## config.mk

```make
export PLATFORM = sky130hd
export DESIGN_NAME = vrp_rsc_dem_mem
export DESIGN_NICKNAME = d
export VERILOG_FILES = /design/src/hdl/vrp_route_split_cost_core_assert.svh /design/src/hdl/vrp_rsc_pkg.sv /design/src/hdl/vrp_rsc_dem_mem.sv
export SDC_FILE = /design/constraint.sdc
export NUM_CORES = 1
export LEC_CHECK = 0
export ABC_AREA = 0
export BUFFER_PORTS_ARGS = -buffer_cell sky130_fd_sc_hd__buf_2
export CAP_MARGIN = 40
export CORE_MARGIN = 4
export CORE_UTILIZATION = 31
export CTS_CLUSTER_DIAMETER = 150
export DETAILED_ROUTE_END_ITERATION = 6
export GPL_TIMING_DRIVEN = 0
export PLACE_DENSITY_LB_ADDON = 0.25
export SLEW_MARGIN = 25
export SYNTH_ARGS = -nofsm -noshare
export SYNTH_HDL_FRONTEND = slang
export SYNTH_SLANG_ARGS = --single-unit
```

## constraint.sdc

```tcl
create_clock -name i_clk -period 1.9 [get_ports i_clk]
set_clock_uncertainty 0.05 [all_clocks]
set_input_delay 0 -clock i_clk [delete_from_list [all_inputs] [get_ports i_clk]]
set_output_delay 0 -clock i_clk [all_outputs]
set_load 0.03 [all_outputs]
```

## src/hdl/vrp_route_split_cost_core_assert.svh

```systemverilog
// Assertion macros for the route split cost core.
// Depends on nothing; files that assert include it by name.
`ifndef VRP_ROUTE_SPLIT_COST_CORE_ASSERT_SVH
`define VRP_ROUTE_SPLIT_COST_CORE_ASSERT_SVH
`ifndef SYNTHESIS
`define VRP_ASSERT_IMP(label, ante, cons) \
    label: assert property (@(posedge i_clk) disable iff (!i_rst_n) (ante) |-> (cons)) \
        else $error("assertion failed");
`define VRP_ASSERT_NXT(label, ante, cons) \
    label: assert property (@(posedge i_clk) disable iff (!i_rst_n) (ante) |=> (cons)) \
        else $error("assertion failed");
`else
`define VRP_ASSERT_IMP(label, ante, cons)
`define VRP_ASSERT_NXT(label, ante, cons)
`endif
`endif

```

## src/hdl/vrp_rsc_pkg.sv

```systemverilog
// Shared types, constants and helpers of the route split cost core.
// Depends on nothing.
package vrp_rsc_pkg;
    localparam int NODE_COUNT   = 64;
    localparam int DIST_BITS    = 20;
    localparam int NODE_BITS    = $clog2(NODE_COUNT);
    localparam int ADDR_BITS    = 2 * NODE_BITS;
    localparam int DEM_BITS     = 16;
    localparam int COST_BITS    = 32;
    localparam int ROUTE_BITS   = 7;
    localparam int TIME_BITS    = 20;
    localparam int CFG_IDX_BITS = 2;
    localparam int CFG_DATA_BITS = 20;

    typedef logic [NODE_BITS-1:0] t_node;
    typedef logic [ADDR_BITS-1:0] t_addr;
    typedef logic [DIST_BITS-1:0] t_dist;
    typedef logic [DEM_BITS-1:0]  t_dem;

    typedef enum logic [1:0] {
        CMD_LOAD_DIST   = 2'd0,
        CMD_LOAD_DEMAND = 2'd1,
        CMD_VISIT       = 2'd2,
        CMD_FINISH      = 2'd3
    } t_cmd;

    localparam logic [CFG_IDX_BITS-1:0] CFG_VEHICLE_CAPACITY = CFG_IDX_BITS'(0);
    localparam logic [CFG_IDX_BITS-1:0] CFG_MAX_ROUTE_TIME   = CFG_IDX_BITS'(1);

    typedef struct packed {
        logic decide;
        logic was_open;
        logic fin_fire;
        logic fin_open;
    } t_eval_ctl;

    function automatic t_addr dist_addr(t_node a, t_node b);
        return {a, b};
    endfunction
endpackage

```

## src/hdl/vrp_rsc_dem_mem.sv

```systemverilog
// Per-node demand memory with one write port and one registered read port.
// Depends on vrp_rsc_pkg.
module vrp_rsc_dem_mem
    import vrp_rsc_pkg::*;
(
    input  logic  i_clk,
    input  logic  i_we,
    input  t_node i_waddr,
    input  t_dem  i_wdata,
    input  logic  i_re,
    input  t_node i_raddr,
    output t_dem  o_rdata
);
    t_dem r_mem [NODE_COUNT];

    always_ff @(posedge i_clk) begin
        if (i_we) begin
            r_mem[i_waddr] <= i_wdata;
        end
        if (i_re) begin
            o_rdata <= r_mem[i_raddr];
        end
    end
endmodule

```

---- Word-level counts from Yosys, hierarchy flattened ----
Memories as Yosys holds them, arrays and structs flattened. A register that Yosys moved wholly into a read port is not among the register bits.
Cells that the tools add are included.
operators by class
  muxes and demuxes ....................... 2
operators by type and width
  cell              number
  1-bit 2-to-1 mux  2
word-level totals
  flip-flop bits (word level) ............. 0
  bits in writable memories ............... 1024
  memories kept ........................... 1
  bits of input ports ..................... 31
  output and inout port bits .............. 16
  logic and storage cells ................. 3
memory list
  name   depth  bits a word  read ports  clocked after Yosys merged registers in  wr ports  line                   source
  r_mem  64     16           1           1                                        1         vrp_rsc_dem_mem.sv:14  t_dem r_mem [NODE_COUNT];

---- Depth between registers and ports, before layout ----
Gate-level depths: netlist (run 1).
  word-level depth ........................ 2
  mapped depth ............................ 10
  depth with buffers taken out ............ 5

---- Worst setup path before layout (run 1) ----
OpenSTA, ideal clock, no wires.
  kind .................................... input-to-reg
  start ................................... in i_waddr[3]
  end ..................................... mem r_mem[48][0] (netlist bit) (enable)
  path slack .............................. -0.185 ns
  buffers on the path ..................... 1
  data arrival time ....................... 1.626 ns
  library setup time ...................... 0.409 ns
  required time ........................... 1.441 ns
  stages on the path ...................... 4
  cell sequence ........................... clkbuf_1 nor2b_1 nand4b_1 nor3_1
RTL lines
  what                line                   source
  start: declaration  vrp_rsc_dem_mem.sv:8   input t_node i_waddr,
  end: declaration    vrp_rsc_dem_mem.sv:14
No word-level cell before the write port.

==> metrics.md, run 1 <==
| Metric | Value |
|---|---|
| DR pass1 iterations | 5 |
| Die Span Y | 368 um |
| HP Class | in -> reg |
| Pwr Density | 1020 nW/um2 |
| Final min period | 2.16 ns |
| Synth Area in Compound Gates | 0.0240 |
| GRT Total Usage | 0.163 |
| Tcrit/Tclk final | 1.14 |
| CP Class | reg -> reg |
| Mean Syn Cell Area | 22.0 um2 |
| Total die area | 136000 um2 |
| Final ANT Viol Nets | 0 |
| Wl on met1 | 49900 um |
| Number of H-tree branching levels | 3 |
| IO Pins | 47 |
| Setup_tns | -2.57 ns |
| Vias in the first global route | 20200 |
| Worst setup margin | -0.263 ns |
| WL met3 | 6950 um |
| Fin. Hold Viols | 0 |
| CTS root buf | clkbuf_16 |
| First-pass GRT wire length | 157000 um |
| GRT overflow | 0 |
| Layout Area Growth over Synthesis | 20.7% |
| Hpwl dp | 74800 um |
| Largest family of logic cells by synthesized area | multiplexers |
| CP arrival | 2.53 ns |
| Fmax | 0.462 GHz |
| Top-area cell type share of the netlist area | 0.777 |
| Top-count cell post-synth | edfxtp_1 |
| R2R cell count | 5 |
| Synth Area in Simple Gates | 0.0264 |
| CP max FO | 2 |
| Initial Utilization | 0.314 |
| Slowest stage delay, CP | 0.48 ns |
| Run status | finished, violations left |
| RePlAce Congestion | 0.909 |
| Crit path cell chain | mux4_2, mux2_4, nand2_4, nand4_1, and4_4 |
| Initial DRC count | 2183 |
| Post-synth EDFFs | 1040 |
| Net count after synthesis | 1860 |
| Worst R2R Start | r_mem[23][2] |
| CTS Buf Count | 109 |
| CTS Sinks | 1040 |
| Die Span X | 368 um |
| Mux cell area share after synthesis | 0.155 |
| Via density per instance | 5.10 |
| Clock transition at the registers of the reported paths | 0.06 ns |
| Worst-margin pin slew | 0.881 ns |
| Std-Cell Rows | 131 |
| Port Buf Inserts | 39 |
| CP max-delay cell | mux4_2 |
| Max_slew headroom | 0.412 |
| Pins over their slew limit | 0 |
| Failing checks | setup timing |
| Initial antenna violation count | 3 |
| RSZ-0062 raised after global routing | yes |
| Hold_ws | 0.120 ns |
| Register area | 31200 um2 |
| Commonest cells post-synth | edfxtp_1 (1040), mux4_2 (220), mux2i_1 (85) |
| Core Util, Final | 0.379 |
| Length of routed met2 wiring | 51800 um |
| Routed len/inst | 28.7 um |
| Seq/Total Area, Yosys | 0.777 |
| Async SR Flop Fraction | 0 |
| Top post-synthesis cells by area | edfxtp_1 (78%), mux4_2 (12%), mux2i_1 (2.1%) |
| Top FF cell, synth | edfxtp_1 |
| TritonCTS clock tree | yes |
| R2R setup slack | -0.26 ns |
| Largest net degree at the start of global routing | 65 |
| Synth Cell Area | 40200 um2 |
| Xor/xnor share of the synthesized area | 0 |
| Max-Cap Viols | 0 |
| Worst Path Required | 2.27 ns |
| Area of the multi-input gates | 9300 um2 |
| Core box area | 128000 um2 |
| Clk_lat worst skew | 0.69 ns |
| Fin cells | 3901 |
| Leak Pwr | 0.0151 uW |
| Post-CTS setup buffer count | 0 |
| Via count | 19900 |
| Post-Synthesis Cells | 1829 |
| CP endpoint | o_rdata[2] |
| Dpl cells | 3666 |
| Setup violators final | 14 |
| DR top layer | met4 |
| Residual DRC | 0 |
| Critical Path Source | r_mem[23][2] |
| Final #Nets | 2111 |
| FF+latch count, synth | 1040 |
| Maximum VDD drop | 722 uV |
| WHS Path Cells | 2 |
| Crit. End Element | flip-flop |
| Synthesized-area fraction occupied by adder cells | 0 |
| Layout cells sized above 1 | 0.347 |
| CP Launch Type | flip-flop |
| Clock Tree Buf Depth | 3 |
| Final wirelength | 112000 um |
| Synth Warn # | 0 |
| Post-synth top area cell | edfxtp_1 |
| Unique masters post-synth | 42 |
| FILL cells | 11600 |
| Reg-to-reg endpoint | o_rdata[2] |
## cell families (layout without fill, tap and decap cells)
| logic type | after synthesis | count (layout) |
|---|---|---|
| flops | 1040 | 1040 |
| mux | 336 | 336 |
| simple gates | 220 | 220 |
| compound gates | 129 | 129 |
| buf+inv | 104 | 444 |
| other cells | 0 | 3 |
## worst max-delay path, delay by kind of cell, from the launching register on
| kind | cells | cell delay [ns] |
|---|---|---|
| flops | 1 | 0.37 |
| mux | 2 | 0.79 |
| simple gates | 3 | 0.70 |
## worst min-delay path by stage
stage / startpoint / endpoint / slack, ns
5_1_grt: i_wdata[0] / r_mem[34][0] / 0.12
2_1_floorplan: i_wdata[0] / r_mem[0][0] / 0.05
3_3_place_gp: i_re / o_rdata[3] / 0.36
4_1_cts: i_we / r_mem[48][11] / 0.07
3_5_place_dp: i_wdata[4] / r_mem[7][4] / 0.38
6_report: i_wdata[0] / r_mem[34][0] / 0.12
## cell usage in the layout (no fill, tap or decap), types with 7 or more instances in the layout
master and count:
nand2_1 50, a22oi_2 8, buf_8 36, a221oi_4 8, clkinv_1 27, buf_6 52, edfxtp_1 1040, buf_12 8
nand3_1 21, a22oi_1 31, bufinv_16 9, nor2_2 58, mux4_2 220, clkbuf_16 112, mux2i_1 63, buf_2 46
nor2_4 7, mux2_4 13, a211oi_1 8, nor2b_1 30, clkbuf_4 8, mux2_2 14, nand4_1 12, a211o_1 8
nor2_1 9, clkbuf_1 42, dlygate4sd3_1 25, a21oi_1 9, a311oi_2 8, clkinv_2 22, a31oi_4 8, buf_4 36
mux2i_4 18
## power breakdown
group | switching, uW | internal (uW)
registers | 40.2 | 25400
clock network | 8690 | 12000
logic | 2030 | 1130
total | 10800 | 38500
## metal layers
| metal | GRT usage | vias up |
|---|---|---|
| li1 | - | 8246 |
| met1 | 0.238 | 10800 |
| met2 | 0.253 | 704 |
| met3 | 0.0265 | 161 |
| met4 | 0.0484 | 0 |
| met5 | 0 | - |
## state kept, by name, summed over array words and instances, names as in the netlist
| register | cells |
|---|---|
| o_rdata | 16 |
| r_mem | 1024 |
## through the flow
stage	total power, uW	instance area [um2]	worst slack, ns
6_report	49300	48500	-0.263
5_1_grt	50800	48500	-0.293
4_1_cts	49600	48200	-0.239
3_5_place_dp	28800	43800	-1.31
3_3_place_gp	28600	42600	-1.55
2_1_floorplan	27400	40200	-0.108
## repair_timing
item	in CTS	in global routing
endpoints found under the setup margin	16	16
pin swaps	30	31
gates resized for setup	128	36
hold buffers	25	0
endpoints found under the hold margin	1077	0
## layout make-up
cell class | instances | share of cell area
diodes | 3 | 0.000155
plain buffers | 103 | 0.0159
clock buffers | 133 | 0.0594
clock inverters | 67 | 0.0117
multi-input cells | 685 | 0.192
flip-flops and latches | 1040 | 0.644
well taps | 1729 | 0.0446
repair buffers | 141 | 0.0329
(Power assumes the default switching activity.)
==> run 2: changes to the inputs <==
--- a/config.mk
+++ b/config.mk
@@ -8,9 +8,8 @@
 export ABC_AREA = 0
 export BUFFER_PORTS_ARGS = -buffer_cell sky130_fd_sc_hd__buf_2
 export CAP_MARGIN = 40
-export CORE_MARGIN = 4
+export CORE_MARGIN = 3
 export CORE_UTILIZATION = 31
-export CTS_CLUSTER_DIAMETER = 150
 export DETAILED_ROUTE_END_ITERATION = 6
 export GPL_TIMING_DRIVEN = 0
 export PLACE_DENSITY_LB_ADDON = 0.25
==> metrics.md, run 2 (synthesis results as in run 1) <==
| Metric | Value |
|---|---|
| Failing checks | setup timing |
| CP max FO | 2 (unchanged) |
| Worst-margin pin slew | 0.954 ns (+0.0728 ns) |
| CTS Buf Count | 105 (-3.7%) |
| Largest net degree at the start of global routing | 65 (unchanged) |
| Dpl cells | 3672 (+0.16%) |
| Port Buf Inserts | 39 (unchanged) |
| Crit path cell chain | mux4_2, mux2_4, nand2_2, nand4_1, and4_4 |
| Via density per instance | 5.11 (about the same) |
| Final #Nets | 2108 (-0.14%) |
| Commonest non-fill, non-tap cell in the layout | edfxtp_1 |
| Run status | finished, violations left |
| Regs by FF count | r_mem: 1024 flops, o_rdata: 16 flops |
| Register name with the most flops | r_mem |
| WHS Path Cells | 2 (unchanged) |
| RePlAce Congestion | 0.857 (-5.7%) |
| Via count | 19900 (-0.070%) |
| Stages on worst setup path | 5 (unchanged) |
| CTS root buf | clkbuf_16 |
| Setup violators final | 14 (unchanged) |
| Pins over their slew limit | 0 (unchanged) |
| IO Pins | 47 (unchanged) |
| Crit. End Element | flip-flop |
| Vias in the first global route | 20300 (+0.59%) |
| Worst setup margin | -0.309 ns (-0.0453 ns) |
| Slowest stage delay, CP | 0.51 ns (+0.03 ns) |
| Worst Path Required | 2.28 ns (about the same) |
| Max_slew headroom | 0.362 (-0.0501) |
| Final min period | 2.21 ns (+0.0453 ns) |
| Final ANT Viol Nets | 0 (unchanged) |
| FILL cells | 11600 (-0.18%) |
| Core box area | 128000 um2 (unchanged) |
| Initial antenna violation count | 3 (unchanged) |
| Die Span Y | 366 um (-0.54%) |
| Hpwl dp | 75700 um (+1.2%) |
| Critical path buffers and inverters | 0 (unchanged) |
| Family with the most delay on the worst path | multiplexers |
| CP Launch Type | flip-flop |
| Area of the multi-input gates | 9140 um2 (-1.7%) |
| Post-CTS setup buffer count | 0 (unchanged) |
| GRT Total Usage | 0.165 (+0.00217) |
| Fin. Hold Viols | 0 (unchanged) |
| Clock transition at the registers of the reported paths | 0.06 ns (about the same) |
| Initial DRC count | 2316 (+6.1%) |
| Fmax | 0.453 GHz (-2.0%) |
| Die Span X | 366 um (-0.54%) |
| Register area | 31200 um2 (unchanged) |
| Max-Cap Viols | 0 (unchanged) |
| Layout Area Growth over Synthesis | 20.1% |
| CP max-delay cell | mux4_2 |
| First-pass GRT wire length | 157000 um (+0.14%) |
| CP arrival | 2.59 ns (+0.06 ns) |
| Number of H-tree branching levels | 3 (unchanged) |
| Number of flip-flops in the largest register | 1024 (unchanged) |
| Tcrit/Tclk final | 1.16 (+0.0238) |
| Power Total | 48800 uW (-0.92%) |
| HP Class | in -> reg |
| Critical Path Source | r_mem[23][12] |
| GRT overflow | 0 (unchanged) |
| CP Class | reg -> reg |
| Residual DRC | 0 (unchanged) |
| Routed len/inst | 28.9 um (+0.60%) |
| Layout cells sized above 1 | 0.341 (-0.00567) |
| Clk_lat worst skew | 0.68 ns (about the same) |
| Worst R2R Start | r_mem[23][12] |
| Pwr Density | 1010 nW/um2 (-0.42%) |
| Total die area | 134000 um2 (-1.1%) |
| Final wirelength | 112000 um (+0.47%) |
| Fin cells | 3896 (-0.13%) |
| Leak Pwr | 0.0150 uW (-0.74%) |
| Most frequent cells in the layout | edfxtp_1 (1040), mux4_2 (221), clkbuf_16 (107) |
| Initial Utilization | 0.314 (unchanged) |
| CTS Sinks | 1040 (unchanged) |
| Hold_sp | i_waddr[2] |
| TritonCTS clock tree | yes |
| DR pass1 iterations | 5 (unchanged) |
| Clock Tree Buf Depth | 3 (unchanged) |
| RSZ-0062 raised after global routing | yes |
| R2R cell count | 5 (unchanged) |
| Std-Cell Rows | 131 (unchanged) |
| Maximum VDD drop | 655 uV (-9.3%) |
-- run 2: cell types whose count changed in the layout (fill, tap and decap cells not counted), sizes merged --
cell	delta
clkbuf	-12
buf	+10
dlygate4sd3	-4
inv	-3
clkinv	+2
bufinv	+1
clkinvlp	+1
-- run 2: power breakdown --
part	internal (uW)	switching (uW)
logic	1100	2030
clock network	11700	8570
registers	25400	40.2
total	38200	10600
-- run 2: final timing paths --
| check | end | slack (ns) |
|---|---|---|
| worst min register to register | o_rdata[14] | 0.97 |
| worst max register to register | o_rdata[12] | -0.31 |
| worst min-delay path | r_mem[48][5] | 0.05 |
| worst max-delay path | o_rdata[12] | -0.31 |
-- run 2: cell type report --
type | instances | area share
multi-input cells | 685 | 0.189
clock inverters | 68 | 0.0128
repair buffers | 142 | 0.0334
flip-flops and latches | 1040 | 0.647
diodes | 3 | 0.000156
clock buffers | 126 | 0.0569
plain buffers | 103 | 0.0156
well taps | 1729 | 0.0448
-- run 2: per-stage QoR --
step / hold slack (ns) / instance area (um2) / worst slack, ns / util / TNS (ns)
2_1_floorplan: 0.0489 / 40200 / -0.108 / - / -13.35
3_3_place_gp: 0.359 / 42600 / -1.76 / 0.332 / -1298.97
3_5_place_dp: 0.259 / 43800 / -1.20 / 0.342 / -356.37
4_1_cts: 0.00361 / 48000 / -0.331 / 0.375 / -2.54
5_1_grt: 0.0529 / 48300 / -0.380 / 0.377 / -3.94
6_report: 0.0463 / 48300 / -0.309 / 0.377 / -2.85
-- run 2: what timing repair did --
item	CTS	global route
setup endpoints to repair	16	43
pin swaps	25	11
hold buffers	21	0
endpoints found under the hold margin	1070	0
resized for setup	113	22
-- run 2: worst register-to-register path, stage by stage (launching register included) --
cell	delay, ns
edfxtp_1	0.36
mux4_2	0.51
mux2_4	0.32
nand2_2	0.07
nand4_1	0.33
and4_4	0.33
-- run 2: routing by layer --
| layer | up-vias | share of wire | global-route usage |
|---|---|---|---|
| li1 | 8212 | - | - |
| met1 | 10700 | 0.43 | 0.230 |
| met2 | 781 | 0.47 | 0.261 |
| met3 | 182 | 0.066 | 0.0300 |
| met4 | 0 | 0.037 | 0.0574 |
| met5 | - | 0 | 0 |
