### src/hdl/vrp_route_split_cost_core_assert.svh
// Assertion macros for the route split cost core.
// Depends on nothing; files that assert include it by name.
`ifndef VRP_ROUTE_SPLIT_COST_CORE_ASSERT_SVH
`define VRP_ROUTE_SPLIT_COST_CORE_ASSERT_SVH
`ifndef SYNTHESIS
`define VRP_ASSERT_IMP(label, ante, cons) \
    label: assert property (@(posedge i_clk) disable iff (!i_rst_n) (ante) |-> (cons)) \
        else $error("assertion failed");
`define VRP_ASSERT_NXT(label, ante, cons) \
    label: assert property (@(posedge i_clk) disable iff (!i_rst_n) (ante) |=> (cons)) \
        else $error("assertion failed");
`else
`define VRP_ASSERT_IMP(label, ante, cons)
`define VRP_ASSERT_NXT(label, ante, cons)
`endif
`endif

### src/hdl/vrp_rsc_pkg.sv
// Shared types, constants and helpers of the route split cost core.
// Depends on nothing.
package vrp_rsc_pkg;
    localparam int NODE_COUNT   = 64;
    localparam int DIST_BITS    = 20;
    localparam int NODE_BITS    = $clog2(NODE_COUNT);
    localparam int ADDR_BITS    = 2 * NODE_BITS;
    localparam int DEM_BITS     = 16;
    localparam int COST_BITS    = 32;
    localparam int ROUTE_BITS   = 7;
    localparam int TIME_BITS    = 20;
    localparam int CFG_IDX_BITS = 2;
    localparam int CFG_DATA_BITS = 20;

    typedef logic [NODE_BITS-1:0] t_node;
    typedef logic [ADDR_BITS-1:0] t_addr;
    typedef logic [DIST_BITS-1:0] t_dist;
    typedef logic [DEM_BITS-1:0]  t_dem;

    typedef enum logic [1:0] {
        CMD_LOAD_DIST   = 2'd0,
        CMD_LOAD_DEMAND = 2'd1,
        CMD_VISIT       = 2'd2,
        CMD_FINISH      = 2'd3
    } t_cmd;

    localparam logic [CFG_IDX_BITS-1:0] CFG_VEHICLE_CAPACITY = CFG_IDX_BITS'(0);
    localparam logic [CFG_IDX_BITS-1:0] CFG_MAX_ROUTE_TIME   = CFG_IDX_BITS'(1);

    typedef struct packed {
        logic decide;
        logic was_open;
        logic fin_fire;
        logic fin_open;
    } t_eval_ctl;

    function automatic t_addr dist_addr(t_node a, t_node b);
        return {a, b};
    endfunction
endpackage

### src/hdl/vrp_rsc_eval.sv
// Split decision and per-order state: route length, load left, cost and count.
// Depends on vrp_rsc_pkg.
module vrp_rsc_eval
    import vrp_rsc_pkg::*;
(
    input  logic                  i_clk,
    input  logic                  i_rst_n,
    input  t_eval_ctl             i_ctl,
    input  t_dist                 i_hop,
    input  t_dist                 i_to_cust,
    input  t_dist                 i_cust_ret,
    input  t_dist                 i_last_ret,
    input  t_dem                  i_demand,
    input  t_dem                  i_capacity,
    input  logic [TIME_BITS-1:0]  i_max_time,
    output logic [COST_BITS-1:0]  o_fin_cost,
    output logic [ROUTE_BITS-1:0] o_fin_routes
);
    localparam logic [ROUTE_BITS-1:0] ROUTES_MAX = '1;

    t_dist                 r_route_len, n_route_len;
    t_dem                  r_load_left, n_load_left;
    logic [COST_BITS-1:0]  r_cost, n_cost;
    logic [ROUTE_BITS-1:0] r_routes, n_routes;

    logic [DIST_BITS+1:0]  w_trip;
    logic [DIST_BITS:0]    w_via;
    logic [DIST_BITS:0]    w_close_add;
    logic [DIST_BITS:0]    w_cont_len;
    logic [COST_BITS:0]    w_cost_sum;
    logic [COST_BITS-1:0]  w_cost_closed;
    logic [ROUTE_BITS-1:0] w_routes_closed;
    logic                  w_split;
    t_dem                  w_open_load;

    always_comb begin
        w_trip = (DIST_BITS+2)'(r_route_len) + (DIST_BITS+2)'(i_hop)
               + (DIST_BITS+2)'(i_cust_ret);
        w_via = (DIST_BITS+1)'(i_last_ret) + (DIST_BITS+1)'(i_to_cust);
        w_split = (w_trip > (DIST_BITS+2)'(i_max_time))
               || (i_demand > r_load_left)
               || (w_via < (DIST_BITS+1)'(i_hop));
        w_close_add = (DIST_BITS+1)'(r_route_len) + (DIST_BITS+1)'(i_last_ret);
        w_cost_sum = (COST_BITS+1)'(r_cost) + (COST_BITS+1)'(w_close_add);
        w_cost_closed = w_cost_sum[COST_BITS] ? '1 : w_cost_sum[COST_BITS-1:0];
        w_routes_closed = (r_routes == ROUTES_MAX) ? r_routes : r_routes + 1'b1;
        w_cont_len = (DIST_BITS+1)'(r_route_len) + (DIST_BITS+1)'(i_hop);
        w_open_load = (i_demand > i_capacity) ? '0 : i_capacity - i_demand;

        n_route_len = r_route_len;
        n_load_left = r_load_left;
        n_cost      = r_cost;
        n_routes    = r_routes;

        if (i_ctl.decide) begin
            if (!i_ctl.was_open || w_split) begin
                if (i_ctl.was_open) begin
                    n_cost   = w_cost_closed;
                    n_routes = w_routes_closed;
                end
                n_route_len = i_to_cust;
                n_load_left = w_open_load;
            end else begin
                n_route_len = w_cont_len[DIST_BITS] ? '1 : w_cont_len[DIST_BITS-1:0];
                n_load_left = r_load_left - i_demand;
            end
        end else if (i_ctl.fin_fire) begin
            n_route_len = '0;
            n_load_left = i_capacity;
            n_cost      = '0;
            n_routes    = '0;
        end

        o_fin_cost   = i_ctl.fin_open ? w_cost_closed : r_cost;
        o_fin_routes = i_ctl.fin_open ? w_routes_closed : r_routes;
    end

    always_ff @(posedge i_clk) begin
        if (!i_rst_n) begin
            r_route_len <= '0;
            r_load_left <= '0;
            r_cost      <= '0;
            r_routes    <= '0;
        end else begin
            r_route_len <= n_route_len;
            r_load_left <= n_load_left;
            r_cost      <= n_cost;
            r_routes    <= n_routes;
        end
    end
endmodule

### config.mk
export PLATFORM = sky130hd
export DESIGN_NAME = vrp_rsc_eval
export DESIGN_NICKNAME = d
export VERILOG_FILES = /design/src/hdl/vrp_route_split_cost_core_assert.svh /design/src/hdl/vrp_rsc_pkg.sv /design/src/hdl/vrp_rsc_eval.sv
export SDC_FILE = /design/constraint.sdc
export NUM_CORES = 1
export LEC_CHECK = 0
export BUFFER_PORTS_ARGS = -buffer_cell sky130_fd_sc_hd__buf_2
export CAP_MARGIN = 20
export CORE_ASPECT_RATIO = 0.6
export CORE_UTILIZATION = 40
export DETAILED_ROUTE_END_ITERATION = 10
export HOLD_SLACK_MARGIN = 0.03
export SKIP_LAST_GASP = 1
export SYNTH_ARGS = -nofsm -noshare
export SYNTH_HDL_FRONTEND = slang
export SYNTH_SLANG_ARGS = --single-unit
### constraint.sdc
create_clock -name i_clk -period 7.42 [get_ports i_clk]
set_input_delay 1.484 -clock i_clk [delete_from_list [all_inputs] [get_ports i_clk]]
set_output_delay 1.484 -clock i_clk [all_outputs]
set_load 0.01 [all_outputs]
### After elaboration in Yosys (flattened, before gate mapping)

Cells that the tools add are included.
Widths: inputs -> output; s select.

| word-level totals | value |
|---|---|
| bits of input ports | 138 |
| output and inout port bits | 39 |
| word-level logic and storage cells | 46 |
| bits in registers | 75 |

| cells by class | value |
|---|---|
| eq/ne operators | 3 |
| add/subtract/negate cells | 9 |
| $lt $le $gt $ge | 4 |
| multiplexer cells | 20 |
| reductions and logical operators | 6 |

Operators with widths:

| kind | count |
|---|---|
| $mux 32 | 6 |
| $add 20x20->21 | 4 |
| $mux 20 | 4 |
| $mux 16 | 4 |
| $mux 7 | 6 |
| $add 32x21->33 | 1 |
| $gt 16x16->1 | 2 |
| $sub 16x16->16 | 2 |
| $add 21x20->22 | 1 |
| $gt 22x20->1 | 1 |
| $lt 21x20->1 | 1 |
| $add 7x1->7 const B | 1 |
| $eq 7x7->1 const B | 1 |
| $logic_or 1x1->1 | 3 |
| $reduce_and 3->1 | 1 |
| $ne 2x1->1 const B | 1 |
| $ne 2x2->1 const B | 1 |
| $reduce_bool 2->1 | 1 |
| $logic_not 1->1 | 1 |

### Depth between registers and ports, before layout

| depth | value |
|---|---|
| depth in word-level cells | 8 |
| depth in mapped cells | 25 |
| gate-level depth less buffers | 23 |

### Least setup slack after synthesis

No wires, ideal clock.

| timing | value |
|---|---|
| path kind | input-to-reg |
| from | input i_hop[1] |
| to | register r_route_len[6] |
| cell stages on the path | 21 |
| buffers on the path | 2 |
| library setup time | 120 ps |
| arrival | 6,061 ps |
| slack | 1,239 ps |
| cell sequence | inv_1 fa_1 inv_1 ha_1 inv_1 fa_1 nand2b_1 a21o_1 a311oi_1 nor2_1 xnor2_1 ha_1 or3_1 a211oi_1 o2111ai_1 o21a_1 a211o_1 or4b_1 buf_2 buf_6 o31a_1 |

| on the way | value |
|---|---|
| longest elaborated chain between the ends | 8 |

RTL lines:

| item | line | source |
|---|---|---|
| start, declared | vrp_rsc_eval.sv:9 | `input t_dist i_hop,` |
| $add 20x20->21 | vrp_rsc_eval.sv:37, vrp_rsc_eval.sv:47 |  |
| $add 21x20->22 | vrp_rsc_eval.sv:38 | `+ (DIST_BITS+2)'(i_cust_ret);` |
| $gt 22x20->1 | vrp_rsc_eval.sv:40 | `w_split = (w_trip > (DIST_BITS+2)'(i_max_time))` |
| $logic_or 1x1->1 | vrp_rsc_eval.sv:41 | `\|\| (i_demand > r_load_left)` |
| $logic_or 1x1->1 | vrp_rsc_eval.sv:42 | `\|\| (w_via < (DIST_BITS+1)'(i_hop));` |
| $logic_or 1x1->1 | vrp_rsc_eval.sv:56 | `if (!i_ctl.was_open \|\| w_split) begin` |
| $mux 20 * | vrp_rsc_eval.sv:56 |  |
| $mux 20 * | vrp_rsc_eval.sv:55 | `if (i_ctl.decide) begin` |
| end signal, assigned | vrp_rsc_eval.sv:85 | `r_route_len <= n_route_len;` |
| end, declared | vrp_rsc_eval.sv:21 | `t_dist r_route_len, n_route_len;` |

Every way passes the cells marked *; elsewhere a longest branch is shown, timed or not.
A chain may end at the register's enable or synchronous reset.

### Worst setup path in the final report

| timing | value |
|---|---|
| from | input i_last_ret[1] |
| to | output o_fin_cost[31] |

| on the way | value |
|---|---|
| longest elaborated chain between the ends | 4 |

RTL lines:

| item | line | source |
|---|---|---|
| start, declared | vrp_rsc_eval.sv:12 | `input t_dist i_last_ret,` |
| $add 20x20->21 | vrp_rsc_eval.sv:43 | `w_close_add = (DIST_BITS+1)'(r_route_len) + (DIST_BITS+1)'(i_last_ret);` |
| $add 32x21->33 | vrp_rsc_eval.sv:44 | `w_cost_sum = (COST_BITS+1)'(r_cost) + (COST_BITS+1)'(w_close_add);` |
| $mux 32 | vrp_rsc_eval.sv:45 | `w_cost_closed = w_cost_sum[COST_BITS] ? '1 : w_cost_sum[COST_BITS-1:0];` |
| $mux 32 | vrp_rsc_eval.sv:74 | `o_fin_cost = i_ctl.fin_open ? w_cost_closed : r_cost;` |
| end, declared | vrp_rsc_eval.sv:16 | `output logic [COST_BITS-1:0] o_fin_cost,` |

No other way between the ends.

==> results.md <==
- Clock sink total: 75
- Share of synthesized cell area in full adder, half adder and majority cells: 0.250
- Via count of the first global-routing pass: 10.5k
- Crit-path slowest cell: sky130_fd_sc_hd__fa_1
- Number of gates given a new drive strength after cts: 0
- Routed via count divided by cell count: 5.73
- Min-Delay Endpoint: r_routes[6]$_SDFFE_PN0P_
- Antenna violations before repair: 7
- Signed area change from the synthesized netlist to the final layout: 14.4%
- Number of buffers created by CTS: 9
- Number of detailed-route iterations in the first pass: 5
- Arrival time worst endpoint: 5.49 ns
- Hold Path Origin: r_routes[6]$_SDFFE_PN0P_
- Slowest cell delay on critical path: 0.54 ns
- Basic-gate share of the synthesized area counting and, or, nand and nor cells: 0.185
- Kind of cell adding the most delay to the critical path: compound AO/OA/AOI/OAI gates
- Clock input transition at the sequential cells of the worst setup and hold paths: 0.07 ns
- Register area share after synthesis: 0.134
- Clock tree skew after final layout: 0.0105 ns
- Top-level port count: 177
- Main combinational cell family by area after synthesis: compound AO/OA/AOI/OAI gates
- Share of cells above drive strength 1: 0.154
- Number of synthesis warnings: 0
- Share of Yosys cell area claimed by the top area cell type: 0.168
- Worst hold path type: reg -> reg
- Total congestion overflow: 0
- Cts-stage hold buffer count: 0
- Maximum fanout encountered on the critical timing path: 7
- Core Region: 27600 um2
- CTS H-Tree Depth: 3
- Maximum Capacitance Violations: 0
- CTS tree: built
- Final worst path period share: 0.940
- Average wire per standard cell: 17.5 um
- Count of final hold-check violations: 0
- Count of vias placed by the detailed router: 11.3k
- Total negative setup slack: 0 ns
- Latest clock arrival within the worst-skew pair: 0.36 ns
- Status: completed
- Cell depth of the worst hold path: 2
- Synthesized Nets: 1783
- Net total in the final layout: 1935
- Async set-reset flop share out of synthesis: 0
- Headroom to the max-slew limit: 0.177
- Critical path start-end classification: in -> out
- Final hold slack: 0.510 ns
- Final Max Slew Viols: 0
- Cell area after placement: 12500 um2
- Critical register-to-register path endpoint: r_routes[5]$_SDFFE_PN0P_
- Utilization after layout: 0.466
- Post-route DRC violation count: 0
- Pin count of the biggest net entering global routing: 73
- Fraction of synthesized area in multiplexers: 0.0189
- Kind of end point of the critical path: primary output
- Leading area contributor after synthesis: sky130_fd_sc_hd__ha_1
- Total die area: 28800 um2
- Reg2Reg Depth: 24
- Core Rows: 47
- Horizontal extent of the die: 218 um
- Post-layout total power: 2.12 mW
- Post-synth EDFFs: 0
- Top cells by area in the synthesized netlist: sky130_fd_sc_hd__ha_1, sky130_fd_sc_hd__dfxtp_1, sky130_fd_sc_hd__fa_1
- Height of the die: 132 um
- Cell-by-cell listing of the critical path: buf_2 > fa_1 > ha_1 > inv_1 > fa_1 > nor2b_1 > o2111a_1 > or3_1 > a41o_1 > a21oi_1 > o21ai_0 > nand2_1 > or4_1 > o21ai_0 > buf_2
- Total Wirelength: 34600 um
- Effective utilization at floorplan: 0.407
- Count of endpoints failing setup in the final report: 0
- Average size of a mapped cell: 7.75 um2
- Postcts setup bufs: 0
- Buffers & Inverters on Critical Path: 3
- Wire length of the first global-routing pass: 55600 um
- Areal power density over the cells: 165 nW/um2
- Cell at the root of the clock tree: sky130_fd_sc_hd__clkbuf_16
- Reg2Reg Launch Point: r_route_len[1]$_SDFFE_PN0P_
- GP Congestion: 0.898
- Actual slew at the worst max-slew pin: 1.23 ns
- Peak clock frequency supported by timing: 143 MHz
- DPL Wire Length: 27800 um
- Overall Global Routing Usage: 0.242
- Critical Path RT: 5.94 ns
- Maximum ir drop on the vdd rail: 0.108 mV
- Total of flip-flops plus latches after synthesis: 75
- Main synth FF type: sky130_fd_sc_hd__dfxtp_1
- Final non-filler cell area: 12800 um2
- Antenna violation net count after detailed routing: 0
- Flop-to-flop setup slack: 1.43 ns
- Startpoint type of the worst setup path: input pin
- Iteration-0 DRC count of the detailed router: 909
- Synthesized-area fraction occupied by ao, oa, aoi and oai cells: 0.294
- Combined area of all synthesized cells: 11200 um2
- # port buffers: 176
- Setup repair after global routing missed its margin: false
- Gate count after technology mapping: 1448
- Post-layout minimum cycle time: 6.98 ns
- Xor-xnor portion of the synthesized cell area: 0.0648
- Count of distinct cell types in the synthesized netlist: 76
- LEAKAGE: 5.95 nW
- Largest buffer count on any clock path: 2
==> worst max path at each step <==
stage | cells past startpoint | slack [ns] | startpoint | end
after floorplan | 21 | 1.24 | i_hop[1] | r_route_len[6]$_SDFFE_PN0P_
after global placement | 25 | 0.47 | i_hop[1] | r_routes[2]$_SDFFE_PN0P_
after detailed placement | 25 | 0.39 | i_hop[1] | r_routes[0]$_SDFFE_PN0P_
after CTS | 15 | 0.52 | i_last_ret[1] | o_fin_cost[31]
after global routing | 15 | 0.13 | i_last_ret[1] | o_fin_cost[31]
final | 15 | 0.44 | i_last_ret[1] | o_fin_cost[31]
==> layout by cell type (no fill, tap or decap), types with 6 or more instances in the layout <==
master / instances
sky130_fd_sc_hd__dfxtp_1: 75
sky130_fd_sc_hd__buf_4: 17
sky130_fd_sc_hd__o31ai_1: 8
sky130_fd_sc_hd__a211oi_1: 17
sky130_fd_sc_hd__buf_2: 176
sky130_fd_sc_hd__nor4_1: 9
sky130_fd_sc_hd__mux2_2: 18
sky130_fd_sc_hd__o311ai_0: 8
sky130_fd_sc_hd__a211o_1: 6
sky130_fd_sc_hd__diode_2: 6
sky130_fd_sc_hd__a21o_1: 38
sky130_fd_sc_hd__and2_1: 8
sky130_fd_sc_hd__fa_1: 46
sky130_fd_sc_hd__inv_1: 100
sky130_fd_sc_hd__o21bai_1: 13
sky130_fd_sc_hd__a311oi_1: 8
sky130_fd_sc_hd__a21oi_1: 137
sky130_fd_sc_hd__or3_1: 18
sky130_fd_sc_hd__o211ai_1: 13
sky130_fd_sc_hd__o21ai_0: 91
sky130_fd_sc_hd__o21a_1: 44
sky130_fd_sc_hd__xor2_1: 22
sky130_fd_sc_hd__nor3_1: 30
sky130_fd_sc_hd__a31oi_1: 30
sky130_fd_sc_hd__nand4_1: 18
sky130_fd_sc_hd__nand2_1: 89
sky130_fd_sc_hd__nand2b_1: 23
sky130_fd_sc_hd__ha_1: 151
sky130_fd_sc_hd__a221oi_1: 8
sky130_fd_sc_hd__nand3_1: 43
sky130_fd_sc_hd__or4_1: 6
sky130_fd_sc_hd__nor2_1: 124
sky130_fd_sc_hd__clkbuf_16: 9
sky130_fd_sc_hd__and3_1: 26
sky130_fd_sc_hd__o2111a_1: 7
sky130_fd_sc_hd__xnor2_1: 61
sky130_fd_sc_hd__nor2b_1: 12
==> worst reg2reg max path, cell delays in order (launching register included) <==
cell	delay (ns)
sky130_fd_sc_hd__dfxtp_1	0.46
sky130_fd_sc_hd__inv_1	0.14
sky130_fd_sc_hd__fa_1	0.44
sky130_fd_sc_hd__inv_1	0.07
sky130_fd_sc_hd__ha_1	0.19
sky130_fd_sc_hd__inv_1	0.06
sky130_fd_sc_hd__fa_1	0.39
sky130_fd_sc_hd__nand2b_1	0.18
sky130_fd_sc_hd__a21o_1	0.18
sky130_fd_sc_hd__a311oi_1	0.39
sky130_fd_sc_hd__buf_4	0.20
sky130_fd_sc_hd__o31ai_2	0.08
sky130_fd_sc_hd__a31oi_1	0.23
sky130_fd_sc_hd__xnor2_1	0.12
sky130_fd_sc_hd__ha_1	0.30
sky130_fd_sc_hd__nand4_1	0.14
sky130_fd_sc_hd__nor4_1	0.36
sky130_fd_sc_hd__o21ai_0	0.15
sky130_fd_sc_hd__a31oi_1	0.18
sky130_fd_sc_hd__o21a_1	0.21
sky130_fd_sc_hd__a211o_1	0.29
sky130_fd_sc_hd__o21a_1	0.58
sky130_fd_sc_hd__buf_4	0.28
sky130_fd_sc_hd__nand4b_1	0.10
sky130_fd_sc_hd__o311ai_0	0.16
==> synth_stat cells, types with 6 or more instances <==
cell type / number
sky130_fd_sc_hd__a211o_1: 6
sky130_fd_sc_hd__a211oi_1: 17
sky130_fd_sc_hd__a21o_1: 38
sky130_fd_sc_hd__a21oi_1: 137
sky130_fd_sc_hd__a221oi_1: 8
sky130_fd_sc_hd__a311oi_1: 8
sky130_fd_sc_hd__a31oi_1: 30
sky130_fd_sc_hd__and2_1: 8
sky130_fd_sc_hd__and3_1: 26
sky130_fd_sc_hd__buf_2: 12
sky130_fd_sc_hd__clkbuf_1: 38
sky130_fd_sc_hd__dfxtp_1: 75
sky130_fd_sc_hd__fa_1: 46
sky130_fd_sc_hd__ha_1: 151
sky130_fd_sc_hd__inv_1: 100
sky130_fd_sc_hd__mux2_2: 18
sky130_fd_sc_hd__nand2_1: 89
sky130_fd_sc_hd__nand2b_1: 23
sky130_fd_sc_hd__nand3_1: 43
sky130_fd_sc_hd__nand4_1: 18
sky130_fd_sc_hd__nor2_1: 124
sky130_fd_sc_hd__nor2b_1: 12
sky130_fd_sc_hd__nor3_1: 30
sky130_fd_sc_hd__nor4_1: 9
sky130_fd_sc_hd__o2111a_1: 7
sky130_fd_sc_hd__o211ai_1: 13
sky130_fd_sc_hd__o21a_1: 44
sky130_fd_sc_hd__o21ai_0: 92
sky130_fd_sc_hd__o21bai_1: 13
sky130_fd_sc_hd__o311ai_0: 8
sky130_fd_sc_hd__o31ai_1: 8
sky130_fd_sc_hd__or3_1: 18
sky130_fd_sc_hd__or4_1: 6
sky130_fd_sc_hd__xnor2_1: 61
sky130_fd_sc_hd__xor2_1: 22
==> routing by layer <==
layer | share of wire | GRT usage
met2 | 0.42 | 0.363
met1 | 0.50 | 0.363
met3 | 0.070 | 0.0505
met5 | 0.00035 | 0
met4 | 0.0055 | 0.0299
==> cell type report <==
type	instances	area, um2
diodes	6	15.0
well taps	367	459
inverters	101	379
multi-input cells	1219	9150
clock buffers	10	239
clock inverters	6	65.1
repair buffers	194	1030
fillers	2732	14700
flip-flops and latches	75	1500
==> stage by stage <==
stage / worst slack, ns / std cells
after CTS: 0.518 / 1972
final: 0.443 / 1978
after detailed placement: 0.392 / 1956
after global routing: 0.127 / 1974
after floorplan: 1.24 / 1448
after global placement: 0.468 / 1956
==> cell families (layout without fill, tap and decap cells) <==
family | Yosys count | after routing
other cells | 0 | 6
fa+ha+maj | 197 | 197
simple gates | 424 | 424
flops | 75 | 75
xor+xnor | 83 | 83
buf+inv | 154 | 311
compound gates | 496 | 496
mux | 19 | 19
==> sequential cells by signal, summed over array words and instances (netlist names) <==
| name | flops |
|---|---|
| r_cost | 32 |
| r_route_len | 20 |
| r_load_left | 16 |
| r_routes | 7 |
==> power breakdown <==
group	switching (mW)	internal, mW	total, mW	leakage, nW
sequential	0.0312	0.430	0.462	0.614
clock	0.204	0.270	0.475	0.148
combinational	0.674	0.505	1.18	5.19
(Power assumes the default switching activity.)
